$ cat src/design/pcorr_pkg.sv
// ----------------------------------------------------------------------------
// pcorr_pkg
// Shared widths, word types, codes and control structs of the Pearson
// correlation engine.
// ----------------------------------------------------------------------------
package pcorr_pkg;

  // Sizing
  localparam int MAX_SAMPLES  = 4096;
  localparam int SAMPLE_WIDTH = 16;
  localparam int CNT_W  = $clog2(MAX_SAMPLES + 2);              // holds MAX_SAMPLES + 1
  localparam int SUM_W  = SAMPLE_WIDTH + $clog2(MAX_SAMPLES) + 1;
  localparam int SQ_W   = 2 * SAMPLE_WIDTH + $clog2(MAX_SAMPLES);
  localparam int XP_W   = SQ_W + 1;
  localparam int WIDE_W = 64;    // variance / covariance terms
  localparam int PROD_W = 128;   // vx * vy
  localparam int CMP_W  = 160;   // trial product and cov^2 * 2^32
  localparam int Q_W    = 16;
  localparam int BIT_W  = $clog2(Q_W);
  localparam int CORR_W = 16;

  // Words
  typedef struct packed {
    logic signed [SAMPLE_WIDTH-1:0] ref_sample;
    logic signed [SAMPLE_WIDTH-1:0] gene_sample;
    logic                           last_sample;
  } in_word_t;

  typedef struct packed {
    logic signed [CORR_W-1:0] correlation;
    logic [1:0]               status;
  } out_word_t;

  // Result status codes
  typedef enum logic [1:0] {
    ST_VALID    = 2'd0,
    ST_ZERO_VAR = 2'd1,
    ST_OVERFLOW = 2'd2
  } status_e;

  // Multiplier operations
  typedef enum logic [3:0] {
    OP_NSXX, OP_SXSX, OP_NSYY, OP_SYSY, OP_NSXY, OP_SXSY,
    OP_CSQ, OP_PROD, OP_TRIAL
  } op_e;

  typedef enum logic [2:0] {
    S_ACC, S_CHECK, S_START, S_WAIT, S_VAR, S_EMIT
  } state_e;

  // Controller to datapath
  typedef struct packed {
    logic             acc_en;
    logic             mul_start;
    logic             store;
    op_e              op;
    logic [BIT_W-1:0] trial_bit;
    logic             emit;
    status_e          emit_status;
  } cmd_t;

  // Datapath to controller
  typedef struct packed {
    logic cnt_over;
    logic var_zero;
    logic mul_done;
    logic out_free;
  } sts_t;

endpackage

$ cat src/design/pcorr_ctrl.sv
// ----------------------------------------------------------------------------
// pcorr_ctrl
// Sequencer: accumulates, walks the multiply steps and the 16-step root
// search, then emits one result word; overflow and zero variance skip ahead.
// ----------------------------------------------------------------------------
module pcorr_ctrl
  import pcorr_pkg::*;
(
  input  logic clk_i,
  input  logic rst_ni,
  input  logic in_valid_i,
  input  logic in_last_i,
  output logic in_stall_o,
  input  sts_t sts_i,
  output cmd_t cmd_o
);

  state_e           state_q, state_d;
  op_e              op_q, op_d;
  logic [BIT_W-1:0] bit_q, bit_d;
  status_e          est_q, est_d;

  // State registers
  always_ff @(posedge clk_i or negedge rst_ni) begin
    if (!rst_ni) begin
      state_q <= S_ACC;
      op_q    <= OP_NSXX;
      bit_q   <= '0;
      est_q   <= ST_VALID;
    end else begin
      state_q <= state_d;
      op_q    <= op_d;
      bit_q   <= bit_d;
      est_q   <= est_d;
    end
  end

  // Next state and commands
  always_comb begin
    state_d = state_q;
    op_d    = op_q;
    bit_d   = bit_q;
    est_d   = est_q;
    in_stall_o        = 1'b1;
    cmd_o.acc_en      = 1'b0;
    cmd_o.mul_start   = 1'b0;
    cmd_o.store       = 1'b0;
    cmd_o.op          = op_q;
    cmd_o.trial_bit   = bit_q;
    cmd_o.emit        = 1'b0;
    cmd_o.emit_status = est_q;
    unique case (state_q)
      S_ACC: begin
        in_stall_o   = 1'b0;
        cmd_o.acc_en = in_valid_i;
        if (in_valid_i && in_last_i) state_d = S_CHECK;
      end
      S_CHECK: begin
        if (sts_i.cnt_over) begin
          est_d   = ST_OVERFLOW;
          state_d = S_EMIT;
        end else begin
          op_d    = OP_NSXX;
          state_d = S_START;
        end
      end
      S_START: begin
        cmd_o.mul_start = 1'b1;
        state_d = S_WAIT;
      end
      S_WAIT: begin
        if (sts_i.mul_done) begin
          cmd_o.store = 1'b1;
          state_d = S_START;
          unique case (op_q)
            OP_NSXX: op_d = OP_SXSX;
            OP_SXSX: op_d = OP_NSYY;
            OP_NSYY: op_d = OP_SYSY;
            OP_SYSY: op_d = OP_NSXY;
            OP_NSXY: op_d = OP_SXSY;
            OP_SXSY: state_d = S_VAR;
            OP_CSQ:  op_d = OP_PROD;
            OP_PROD: begin
              op_d  = OP_TRIAL;
              bit_d = BIT_W'(Q_W - 1);
            end
            OP_TRIAL: begin
              if (bit_q == '0) begin
                est_d   = ST_VALID;
                state_d = S_EMIT;
              end else begin
                bit_d = bit_q - 1'b1;
              end
            end
            default: state_d = S_ACC;
          endcase
        end
      end
      S_VAR: begin
        if (sts_i.var_zero) begin
          est_d   = ST_ZERO_VAR;
          state_d = S_EMIT;
        end else begin
          op_d    = OP_CSQ;
          state_d = S_START;
        end
      end
      S_EMIT: begin
        if (sts_i.out_free) begin
          cmd_o.emit = 1'b1;
          state_d = S_ACC;
        end
      end
      default: state_d = S_ACC;
    endcase
  end

endmodule

$ cat config.mk
export PLATFORM = sky130hd
export DESIGN_NAME = pcorr_ctrl
export DESIGN_NICKNAME = d
export VERILOG_FILES = /design/src/design/pcorr_pkg.sv /design/src/design/pcorr_ctrl.sv
export SDC_FILE = /design/constraint.sdc
export NUM_CORES = 1
export LEC_CHECK = 0
export BUFFER_PORTS_ARGS = -buffer_cell sky130_fd_sc_hd__buf_2
export CAP_MARGIN = 0
export CORE_ASPECT_RATIO = 0.7
export CORE_MARGIN = 2
export CORE_UTILIZATION = 45
export DETAILED_ROUTE_END_ITERATION = 10
export MAX_ROUTING_LAYER = met4
export PLACE_DENSITY_LB_ADDON = 0.3
export SLEW_MARGIN = 20
export SYNTH_ARGS = -nofsm -noshare
export SYNTH_HDL_FRONTEND = slang
export SYNTH_SLANG_ARGS = --single-unit
$ cat constraint.sdc
create_clock -name clk_i -period 4.4 [get_ports clk_i]
set_input_delay 0.88 -clock clk_i [delete_from_list [all_inputs] [get_ports clk_i]]
set_output_delay 0.88 -clock clk_i [all_outputs]
set_load 0.03 [all_outputs]
Word level (Yosys, flattened, before mapping)
Cells that the tools add are included.
Word-level totals
  flip-flop bits (word level): 13
  input bits: 8
  output and inout port bits: 15
  logic and storage cells: 68
Operators by class
  add/subtract/negate cells: 1
  equality and inequality tests: 24
  muxes and demuxes: 28
  reduce and logical (&&, ||, !) cells: 11
Operator list (count)
  $pmux 4 s7: 1
  $ne 2x2->1 const B: 10
  $mux 3: 6
  $pmux 3 s6: 1
  $eq 4x3->1 const B: 4
  $mux 4: 4
  $pmux 4 s3: 1
  $mux 2: 5
  $pmux 3 s3: 1
  $eq 4x2->1 const B: 2
  $logic_not 4->1: 2
  $ne 8x1->1 const B: 1
  $pmux 4 s2: 1
  $mux 1: 7
  $reduce_or 7->1: 1
  $eq 3x2->1 const B: 2
  $eq 3x3->1 const B: 2
  $pmux 2 s3: 1
  $reduce_and 6->1: 1
  $reduce_and 5->1: 1
  $eq 4x1->1 const B: 1
  $eq 4x4->1 const B: 1
  $reduce_and 4->1: 1
  $sub 4x1->4 const B: 1
  other kinds (6): 6

Logic depth before layout (Yosys ltp)
Gate-level depths: netlist of the first run.
  depth after elaboration: 5
  depth in mapped cells: 6
  mapped depth without buffers: 6

Worst setup path before layout of the first run
Ideal clock, no wire load.
  kind: register to output
  start point: register state_q[2]
  end point: output port cmd_o[13] in the netlist's numbering
  arrival: 1.588 ns
  required time: 3.520 ns
  setup slack: 1.932 ns
  cell stages (with the launch flop): 4
  buffers on the path: 1
  cells stage by stage: dfrtp_1 > clkbuf_1 > or3_1 > nor2_1
RTL lines
  start, declared: line pcorr_ctrl.sv:18  | state_e state_q, state_d;
  start signal, assigned: line pcorr_ctrl.sv:31  | state_q <= state_d;
  end, declared: line pcorr_ctrl.sv:15  | output cmd_t cmd_o

==> results.ini, run 1 <==
[outcome]
status = finished, final reports clean

[layout]
antennaDiodeCount = 0
multiInputGateArea_um2 = 563
area_delta_synth_final_pct = 13.9
fin_util_pct = 56.2
fin_nets = 134
regArea_um2 = 325
drive_gt1_share_pct = 27.6
nFillCells = 175

[setup_path]
cp.arrival_ps = 1970
setup.worst_path.start_class = flip-flop
worstSetupPathType = reg -> out
path_cells = nand3b_2 > or2_2 > inv_1 > buf_2
slowest_stage = dfrtp_1
critPathTopFamily = simple AND/OR/NAND/NOR gates
crit_buf_inv = 2
path_max_fanout = 15
cpPeakStageDelay_ps = 530
cp-end-kind = output pin
crit_required_ps = 3520

[detailed_routing]
wire_per_inst_um = 15.1
routed_wl_um = 2190
viasPerCell = 6.04
drt_iter0_drc = 30
routed-via-count = 876
postRouteAntennaNets = 0
drc_errors = 0
first_pass_iters = 5

[global_routing]
overflow = 0
antenna_found_initial = 0
grt_pass1_wl_um = 3750
grt_max_degree = 17
grt_util_all_layers_pct = 19.9
first_global_vias = 757

[yosys]
synthCells = 102
synth_top_family_by_area = compound AO/OA/AOI/OAI gates
synth_most_common_cell = dfrtp_1
synth_fa_ha_area_share_pct = 2.64
synth-compound-area-share_pct = 29.2
synth.avg_cell_area_um2 = 9.29
synth.mux.area_fraction_pct = 0
async_reset_ff_share_pct = 100
synthXorXnorAreaFrac_pct = 0
yosys.area_share.simple_pct = 27.6
synth_common_cells = dfrtp_1, nor2_1, inv_1, a21oi_1
synth_edf_count = 0
netlist.area_leader.share_pct = 34.3
syn_nets = 112
yosysSeqAreaShare_pct = 34.3
synth.cell_area_um2 = 947
synth_warnings = 0
synth_top_cell_by_area = dfrtp_1
synth-main-ff-cell = dfrtp_1
ys_top_cells_by_area = dfrtp_1, nor2_1, a21oi_1
ys_types = 46
ys_seq_elements = 13

[clocking]
htree_levels = 1
cts_setup_buffers = 0
clkLatencyLatePin_ps = 270
postCtsHoldBufs = 0
clockBufferDepth = 2
cts_root_buf = clkbuf_4
path_clk_slew_ps = 70
cts_resized = 0
cts_tree = done
cts_sinks = 13
numCtsBuffers = 3

[floorplanning]
ios = 23
chipHeight_um = 42.4
die_w_um = 58.8
core_um2 = 1920
initial_core_util_pct = 49.3
num_rows = 13
die-area_um2 = 2490

[timing]
final.setup.tns_ps = 0
slew_viol_final = 0
setup_viol = 0
clock.fmax_mhz = 351
finalHoldViolations = 0
skew_ps = 0.640
min_period_over_period_pct = 64.7
period_minus_slack_ps = 2850
worst_pin_slew_ps = 659
max-slew-margin-rel_pct = 55.9
grt_setup_unrepaired = no

[placement]
gp_congestion = 0.835
portBuffers = 22
hpwlAfterDp_um = 1660

[pwr]
p_leak_nw = 0.492
ir_drop_v = 0.000324
p_per_area_nw_per_um2 = 605

[min_path]
hp-class = in -> async

[job]
cap_violations = 0

==> cell families (layout without fill, tap and decap cells) <==
family                   Yosys count  in the layout
adder cells (fa/ha/maj)            2              2
AO/OA/AOI/OAI                     33             33
AND/OR/NAND/NOR                   42             42
flip-flops                        13             13
buffers and inverters             12             33
==> layout by cell type (no fill, tap or decap), types with 2 or more instances in the layout <==
master and count:
nand2_1 3, o2bb2ai_1 2, nand2b_1 2, a221oi_1 2, a21o_1 2, nor2_1 9
a31o_1 2, or3_1 2, dfrtp_1 13, o21ai_0 4, inv_1 7, nor2b_1 4
ha_1 2, clkbuf_4 3, nand3b_1 2, nand4_1 2, nor3b_1 2, a22o_1 2
buf_2 22, nand3_1 3, nor3_1 4, a21oi_1 6
==> registers in the layout, indices dropped and copies added, names as in the netlist <==
| signal | count |
|---|---|
| state_q | 3 |
| op_q | 4 |
| est_q | 2 |
| bit_q | 4 |
==> cell type report <==
| class | instances | area share [%] |
|---|---|---|
| clock buffers | 4 | 2.44 |
| inverters | 7 | 2.44 |
| flip-flops and latches | 13 | 30.2 |
| well taps | 22 | 2.55 |
| multi-input cells | 77 | 52.2 |
| repair buffers | 22 | 10.2 |
==> stage by stage <==
| step | cell area [µm²] | hold WS (ps) | power, mW | instances | worst slack, ps |
|---|---|---|---|---|---|
| after floorplan | 947 | 584 | 0.497 | 102 | 1930 |
| after global placement | 1050 | 488 | 0.569 | 141 | 1830 |
| after detailed placement | 1050 | 486 | 0.577 | 141 | 1790 |
| after CTS | 1080 | 488 | 0.651 | 145 | 1570 |
| after global routing | 1080 | 497 | 0.701 | 145 | 1410 |
| final | 1080 | 488 | 0.652 | 145 | 1550 |
==> path summary, 6_finish.rpt <==
kind                                 start    endpoint  slack (ps)  depth (start not counted)
worst min-delay path                rst_ni  state_q[1]         490                          1
worst max-delay path            state_q[2]   cmd_o[11]        1550                          4
max in group asynchronous           rst_ni    bit_q[2]        3680                          1
worst min register to register    est_q[1]    est_q[1]         500                          1
min in group clk_i                est_q[1]    est_q[1]         500                          1
worst max register to register    bit_q[0]    est_q[0]        2380                          6
==> worst reg2reg max path, stage by stage, from the launching register on <==
cell,delay (ps)
dfrtp_1,400
inv_1,120
ha_1,160
nor3b_1,550
nor3b_4,330
o21ai_2,90
a22o_1,260
==> routing by layer <==
| layer | up-vias | GRT usage [%] | share of wire [%] |
|---|---|---|---|
| met5 | - | - | 0 |
| met4 | 0 | 1.36 | 0.55 |
| met3 | 2 | 5.56 | 7.1 |
| met2 | 27 | 26.2 | 41 |
| met1 | 423 | 31.0 | 52 |
| li1 | 424 | - | - |
==> report_power, final <==
part	switching, mW	internal, mW	total (mW)
clock	0.0362	0.0351	0.0713
combinational	0.209	0.134	0.343
sequential	0.0845	0.154	0.238
Power figures use the tool's default switching activity.
==> run 2, diff against run 1 <==
Clock period 4.4 ns to 2.8 ns, I/O delays scaled along.
==> results.ini, run 2 (synthesized netlist as in run 1, its figures left out) <==
[outcome]
status = finished, final reports clean

[layout]
fin_nets = 135
multiInputGateArea_um2 = 563
antennaDiodeCount = 0
reg_top3 = bit_q x4, op_q x4, state_q x3
drive_gt1_share_pct = 28.2
final_common_cell = buf_2
nFillCells = 174
area_delta_synth_final_pct = 14.7
layout_common_cells = buf_2, dfrtp_1, nor2_1
regArea_um2 = 325

[clocking]
cts_setup_buffers = 0
clkLatencyLatePin_ps = 280
postCtsHoldBufs = 0
cts_tree = done
numCtsBuffers = 3
cts_sinks = 13
path_clk_slew_ps = 90
clockBufferDepth = 2
cts_root_buf = clkbuf_4
cts_resized = 0
htree_levels = 1

[timing]
grt_setup_unrepaired = no
min_period_over_period_pct = 89.9
period_minus_slack_ps = 2520
worst_pin_slew_ps = 430
clock.fmax_mhz = 397
finalHoldViolations = 0
max-slew-margin-rel_pct = 71.3
setup_viol = 0
skew_ps = 7.19
final.setup.tns_ps = 0
slew_viol_final = 0
holdWs_ps = 149

[pwr]
p_per_area_nw_per_um2 = 950
ir_drop_v = 0.000574
p_leak_nw = 0.497

[floorplanning]
ios = 23
die_w_um = 58.8
core_um2 = 1920
chipHeight_um = 42.4
num_rows = 13
initial_core_util_pct = 49.3
die-area_um2 = 2490

[global_routing]
antenna_found_initial = 0
first_global_vias = 759
grt_pass1_wl_um = 3740
grt_util_all_layers_pct = 20.8
grt_max_degree = 17
overflow = 0

[setup_path]
path_cells = nand3b_2 > or2_2 > inv_1 > buf_2
rrSetupSlack_ps = 880
slowest_stage = dfrtp_1
cp.arrival_ps = 1960
worstSetupStartpoint = state_q[2]
rr_endpoint = op_q[0]
cpPeakStageDelay_ps = 530
path_max_fanout = 15
setup.worst_path.start_class = flip-flop
crit_required_ps = 2240
ff2ff_path_depth = 4
r2r-start = state_q[2]
worstSetupPathType = reg -> out
cp-end-kind = output pin

[detailed_routing]
drt_iter0_drc = 40
viasPerCell = 6.12
routed_wl_um = 2250
postRouteAntennaNets = 0
routed-via-count = 893
wire_per_inst_um = 15.4
drc_errors = 0
first_pass_iters = 4

[placement]
gp_congestion = 0.900
portBuffers = 22
hpwlAfterDp_um = 1700

[job]
cap_violations = 0

[min_path]
hp-class = in -> async

## run 2: cell count changes in the layout (fill, tap and decap cells not counted)
cell and change:
buf_4 +1
## run 2: final cells by class
cell class	count	area share [%]
Inverter	7	2.42
Tap cell	22	2.53
Multi-Input combinational cell	77	51.8
Timing Repair Buffer	23	10.8
Sequential cell	13	30.0
Clock buffer	4	2.42
## run 2: worst max-delay path, delay by kind of cell, from the launching register on
family	cells	cell delay [ps]
simple gates	2	760
buf+inv	2	390
flops	1	530
## run 2: worst max-delay path by stage
| stage | cells after the start | endpoint |
|---|---|---|
| floorplan | 3 | cmd_o[13] |
| global placement | 4 | cmd_o[11] |
| detailed placement | 4 | cmd_o[11] |
| CTS | 4 | cmd_o[11] |
| global route | 4 | cmd_o[11] |
| finish | 4 | cmd_o[11] |
## run 2: layer usage
metal | share of wire, % | up-vias | track usage, %
met3 | 7.7 | 0 | 6.48
li1 | - | 431 | -
met5 | 0 | - | -
met4 | 0 | 0 | 2.73
met1 | 49 | 423 | 31.3
met2 | 44 | 39 | 27.8
## run 2: metrics by stage
stage | instance area [µm²] | total power [mW] | utilization [%] | worst slack (ps) | std cells
after detailed placement | 1060 | 0.909 | 55.2 | 623 | 142
after global routing | 1090 | 1.12 | 56.6 | 151 | 146
after global placement | 1060 | 0.893 | 55.2 | 679 | 142
after CTS | 1090 | 1.03 | 56.6 | 297 | 146
after floorplan | 947 | 0.781 | - | 652 | 102
final | 1090 | 1.03 | 56.6 | 283 | 146
## run 2: power by group
group | switching [mW] | total, mW | internal (mW)
Combinational | 0.329 | 0.540 | 0.211
Clock | 0.0656 | 0.121 | 0.0553
Sequential | 0.129 | 0.371 | 0.242
